--- config.mk ---
export PLATFORM = sky130hd
export DESIGN_NAME = psw_ctrl
export DESIGN_NICKNAME = d
export VERILOG_FILES = /design/src/rtl/core/psw_pkg.sv /design/src/rtl/core/psw_ctrl.sv
export SDC_FILE = /design/constraint.sdc
export NUM_CORES = 1
export LEC_CHECK = 0
export ABC_CLOCK_PERIOD_IN_PS = 1400
export BUFFER_PORTS_ARGS = -buffer_cell sky130_fd_sc_hd__buf_2
export CAP_MARGIN = 20
export CORE_AREA = 5 5 42 44
export CTS_CLUSTER_SIZE = 14
export DETAILED_ROUTE_END_ITERATION = 8
export DIE_AREA = 0 0 47 49
export PLACE_DENSITY = 0.44
export SYNTH_ARGS = -nofsm -noshare
export SYNTH_HDL_FRONTEND = slang
export SYNTH_SLANG_ARGS = --single-unit
--- constraint.sdc ---
create_clock -name clk -period 1.4 [get_ports clk]
set_input_delay 0.28 -clock clk [delete_from_list [all_inputs] [get_ports clk]]
set_output_delay 0.28 -clock clk [all_outputs]
set_load 0.005 [all_outputs]
--- src/rtl/core/psw_pkg.sv ---
// Package: shared payload types and status codes for the placement swap block.
package psw_pkg;

  typedef struct packed {
    logic [1:0] req_type;
    logic [5:0] site_a_col;
    logic [5:0] site_a_row;
    logic [5:0] site_b_col;
    logic [5:0] site_b_row;
    logic [9:0] cell_index;
    logic       pin_ends_net;
  } req_t;

  typedef struct packed {
    logic [18:0] wirelength;
    logic [1:0]  status;
  } rsp_t;

  localparam logic [1:0] REQ_PLACE = 2'd0;
  localparam logic [1:0] REQ_PIN   = 2'd1;
  localparam logic [1:0] REQ_SWAP  = 2'd2;
  localparam logic [1:0] REQ_COST  = 2'd3;

  localparam logic [1:0] ST_DONE = 2'd0;
  localparam logic [1:0] ST_NOOP = 2'd1;
  localparam logic [1:0] ST_ERR  = 2'd2;

  localparam logic [18:0] WL_MAX = 19'd524287;

  // Grid and cell store sizes, tied to the 6-bit site and 10-bit cell fields
  localparam int GRID_COLS_MAX = 64;
  localparam int GRID_ROWS_MAX = 64;
  localparam int MAX_CELLS     = 1024;

  // Datapath operation selected by the controller each cycle
  typedef enum logic [2:0] {
    OP_NONE,
    OP_LATCH,
    OP_SWAP_RD,
    OP_SWAP_WR,
    OP_COST_INIT,
    OP_COST_STEP
  } dp_op_t;

  typedef struct packed {
    dp_op_t op;
    logic   respond;
  } dp_cmd_t;

  typedef struct packed {
    logic       is_swap;
    logic       is_cost;
    logic       cost_done;
    logic       scan_clear;
  } dp_stat_t;

endpackage

--- src/rtl/core/psw_ctrl.sv ---
// Controller: sequences clear sweep, swap read/write and cost walk.
module psw_ctrl (
  input  logic               clk,
  input  logic               rst,
  input  logic               start,
  output logic               busy,
  output psw_pkg::dp_cmd_t   cmd,
  input  psw_pkg::dp_stat_t  stat
);
  import psw_pkg::*;

  typedef enum logic [2:0] {
    S_CLEAR, S_IDLE, S_DECODE, S_SWAP_WR, S_COST_INIT, S_COST_RUN, S_COST_END
  } state_t;

  state_t state;

  assign busy = (state != S_IDLE);

  always_comb begin
    cmd = '{op: OP_NONE, respond: 1'b0};
    unique case (state)
      S_CLEAR:     cmd.op = OP_NONE;
      S_IDLE:      if (start) cmd.op = OP_LATCH;
      S_DECODE: begin
        if (stat.is_swap) cmd.op = OP_SWAP_RD;
        else if (stat.is_cost) cmd.op = OP_COST_INIT;
        else cmd.respond = 1'b1;
      end
      S_SWAP_WR: begin
        cmd.op = OP_SWAP_WR;
        cmd.respond = 1'b1;
      end
      S_COST_INIT: cmd.op = OP_COST_STEP;
      S_COST_RUN:  cmd.op = OP_COST_STEP;
      S_COST_END:  cmd.respond = 1'b1;
      default:     cmd = '{op: OP_NONE, respond: 1'b0};
    endcase
  end

  // State register
  always_ff @(posedge clk) begin
    if (rst) begin
      state <= S_CLEAR;
    end else begin
      unique case (state)
        S_CLEAR:     if (stat.scan_clear) state <= S_IDLE;
        S_IDLE:      if (start) state <= S_DECODE;
        S_DECODE: begin
          if (stat.is_swap) state <= S_SWAP_WR;
          else if (stat.is_cost) state <= S_COST_INIT;
          else state <= S_IDLE;
        end
        S_SWAP_WR:   state <= S_IDLE;
        S_COST_INIT: state <= S_COST_RUN;
        S_COST_RUN:  if (stat.cost_done) state <= S_COST_END;
        S_COST_END:  state <= S_IDLE;
        default:     state <= S_IDLE;
      endcase
    end
  end
endmodule

* Yosys cells after proc, flatten, opt, wreduce, memory -nomap -nowiden
Cells that the tools add are included.
** Operators by class
- Reduce and logical (&&, ||, !) cells :: 4
- Equality and inequality tests :: 10
- Multiplexer cells :: 13
** Operator list (count)
- $mux 3 :: 7
- $pmux 3 s5 :: 1
- $pmux 3 s4 :: 1
- $eq 3x3->1 const B :: 3
- $eq 3x2->1 const B :: 2
- $ne 2x2->1 const B :: 3
- $reduce_or 2->1 :: 2
- $eq 3x1->1 const B :: 1
- $logic_not 3->1 :: 1
- $mux 1 :: 3
- $ne 3x1->1 const B :: 1
- $reduce_and 3->1 :: 1
- $pmux 1 s2 :: 1
** Word-level totals
- Register bits :: 3
- Output and inout port bits :: 5
- Input bits :: 7

* Logic depth before layout (Yosys ltp)
- Word-level depth :: 3
- Gate-level depth with buffers :: 4
- Depth with buffers taken out :: 3

* Worst setup path before layout
OpenSTA, ideal clock, no wires.
- Path type :: register to output
- Start point :: register state[0]
- End point :: output busy
- Path slack :: 294 ps
- Buffers on the path :: 0
- Arrival time :: 826 ps
- Stages on the path, launching flop included :: 3
- Data required time :: 1120 ps
- Path through :: dfxtp_1 inv_1 or3_1
** On the way
- Word-level cells in the longest chain between the ends :: 1
** Ends and longest elaborated chain
- start: declaration :: line psw_ctrl.sv:16 : state_t state;
- start signal: assignment :: line psw_ctrl.sv:44 : state <= S_CLEAR;
- start signal: assignment :: line psw_ctrl.sv:47 : S_CLEAR: if (stat.scan_clear) state <= S_IDLE;
- start signal: assignment :: line psw_ctrl.sv:48 : S_IDLE: if (start) state <= S_DECODE;
- $ne 3x1->1 :: line psw_ctrl.sv:18 : assign busy = (state != S_IDLE);
- end: declaration :: line psw_ctrl.sv:6 : output logic busy,
No other way between the ends.

==> results.py <==
metrics = {
    "timing": {
        "fmax_ghz": 0.718,
        "slew_headroom": 0.830,
        "hold_viol": 0,
        "finalSetupViolCount": 0,
        "finClkSkew_ns": 0.00269,
        "fin_crit_sh": 0.995,
        "fin_crit_ns": 1.39,
        "drv_slew": 0,
        "tightest_slew_ns": 0.253,
        "rsz0062_at_grt": "true",
    },
    "pwr": {
        "p_leak_nw": 0.169,
        "vdd.ir_drop.worst_mv": 0.270,
        "p_per_area_nw_per_um2": 982,
    },
    "grt": {
        "grt_overflow": 0,
        "track_usage": 0.0548,
        "grt_max_degree": 9,
        "grt_pass1_vias": 244,
        "grt_pass1_wl_um": 897,
        "antenna_found_initial": 0,
    },
    "placed_design": {
        "dpl_cell_area_sq_um": 283,
        "io_buffers": 11,
        "globalplace.congestion": 0.638,
        "hpwl_um": 451,
        "dp_cells": 54,
    },
    "logic_synthesis": {
        "ys_seq_area_frac": 0.274,
        "ys_warn_count": 0,
        "synthAdderAreaFrac": 0,
        "syn_area_per_cell_sq_um": 7.82,
        "synth-xor-area-share": 0,
        "syn_inst": 28,
        "syn_area_sq_um": 219,
        "synth-compound-area-share": 0.217,
        "ys_ff_latch": 3,
        "synth_nets": 35,
        "muxShareOfSynthArea": 0.0457,
        "ys_types": 20,
        "synth-simple-area-share": 0.394,
        "synth_top_family_by_area": "simple AND/OR/NAND/NOR gates",
    },
    "clock_tree": {
        "clock-sinks": 3,
        "clock_latency_ns": 0.23,
        "cts_buffer_depth": 2,
        "cts_buffers": 3,
        "cts_tree": "built",
        "cts.clk_slew.worst_paths_ns": 0.04,
        "hold_buffers": 0,
        "htreeDepth": 1,
        "root_buffer": "clkbuf_4",
    },
    "setup_path": {
        "cp_max_fo": 5,
        "r2r_slack_ns": 0.29,
        "startpoint": "state[0]",
        "endpoint_kind": "output port",
        "crit_type": "reg2out",
        "cp-start-kind": "register",
        "crit_required_ns": 1.12,
        "cp.arrival_ns": 1.11,
        "timing.rr.start": "state[0]",
    },
    "finish": {
        "nFillCells": 176,
        "reg_top3": "state (3)",
        "final_cell_mix": "buf_2 (11), buf_4 (4), o21ai_0 (3), nor2_1 (3), clkbuf_4 (3)",
        "finalNonFillerCells": 62,
        "final_area_sq_um": 353,
        "nets": 54,
        "layout_commonest_cell": "buf_2",
        "syn_to_final_growth_pct": 61.1,
        "largest_register": "state",
        "largest_reg_flops": 3,
        "antenna_cells": 0,
        "post_route_cells_drive_above_1_share": 0.565,
    },
    "drt": {
        "avgViaCountPerCell": 4.13,
        "drt_drc_violations_left": 0,
        "num_vias": 256,
        "routed_wl_um": 635,
        "antenna_left": 0,
        "drt_iter0_drc": 1,
        "routedWlPerCell_um": 10.2,
        "drt-pass1-iter-count": 4,
    },
    "floorplan": {
        "io-pin-count": 12,
        "die-area_sq_um": 2300,
        "core.rowCount": 14,
        "initial_core_util": 0.156,
        "core-area_sq_um": 1400,
        "die_height_um": 49,
        "die_w_um": 47,
    },
    "run_status": {
        "outcome": "finished clean",
    },
    "run": {
        "maxCapViolations": 0,
    },
    "min_path": {
        "min_from": "rst",
        "hp-class": "in2reg",
    },
}
-- final cells by class --
type | count | area, sq um | area share
Clock buffer | 4 | 26.3 | 0.0745
Inverter | 1 | 3.75 | 0.0106
Multi-Input combinational cell | 23 | 149 | 0.422
Sequential cell | 3 | 68.8 | 0.195
Tap cell | 16 | 20.0 | 0.0567
Timing Repair Buffer | 15 | 85.1 | 0.241
-- metrics by stage --
| step | hold WS, ns | setup TNS [ns] | total power, mW | util | worst slack [ns] |
|---|---|---|---|---|---|
| global route | 0.245 | -0.0811 | 0.371 | 0.252 | -0.0475 |
| floorplan | 0.349 | 0 | 0.153 | - | 0.294 |
| global placement | 0.475 | 0 | 0.184 | 0.202 | 0.150 |
| CTS | 0.230 | -0.00291 | 0.343 | 0.236 | -0.00291 |
| detailed placement | 0.485 | 0 | 0.182 | 0.202 | 0.147 |
| finish | 0.234 | 0 | 0.346 | 0.252 | 0.00753 |
-- worst max-delay path: stages, from the launching register on --
cell     delay, ns
dfxtp_4       0.35
nor2_1        0.23
nand3_2       0.12
nand2_1       0.08
buf_2         0.10
-- routing by layer --
metal / vias up / global-route usage / share of wire
li1: 136 / - / -
met1: 115 / 0.0524 / 0.39
met2: 5 / 0.0837 / 0.57
met3: 0 / 0.0111 / 0.043
met4: 0 / 0.0645 / 0
met5: - / 0 / 0
-- cell usage after synthesis (all sizes together) --
library cell  instances  area share
or3                   1       0.029
o21a                  1       0.034
and3                  1       0.029
buf                   1       0.051
a21oi                 1       0.023
nand3                 1       0.023
inv                   1       0.017
a31oi                 2       0.057
nand2                 2       0.034
o21ai                 3       0.069
and2b                 1       0.046
a21o                  1       0.034
nor4                  1       0.057
dfxtp                 3        0.27
nor3                  1       0.023
or2b                  1       0.034
mux2i                 1       0.046
nor2b                 2       0.069
nor2                  3       0.051
-- timing repair --
action	CTS	global route
gates resized for setup	6	1
setup endpoints to repair	4	4
setup buffers	1	3
pin swaps	1	3
-- cells by family (layout without fill, tap and decap cells) --
group,after synthesis,count (layout)
and+or+nand+nor,14,14
AOI/OAI and AO/OA,8,8
DFF,3,3
buffers and inverters,2,20
muxes,1,1
-- worst paths after layout --
kind,end,cells after the start
max,cmd[3],4
max reg2reg,state[0],4
min,state[2],2
min reg2reg,state[2],3
-- where the power goes --
part           switching [mW]  internal, mW  total, mW  leakage, nW
clock network          0.0428         0.107      0.149       0.0150
logic                  0.0414        0.0517     0.0931        0.128
registers              0.0108        0.0931      0.104       0.0264
(Power assumes the default switching activity.)
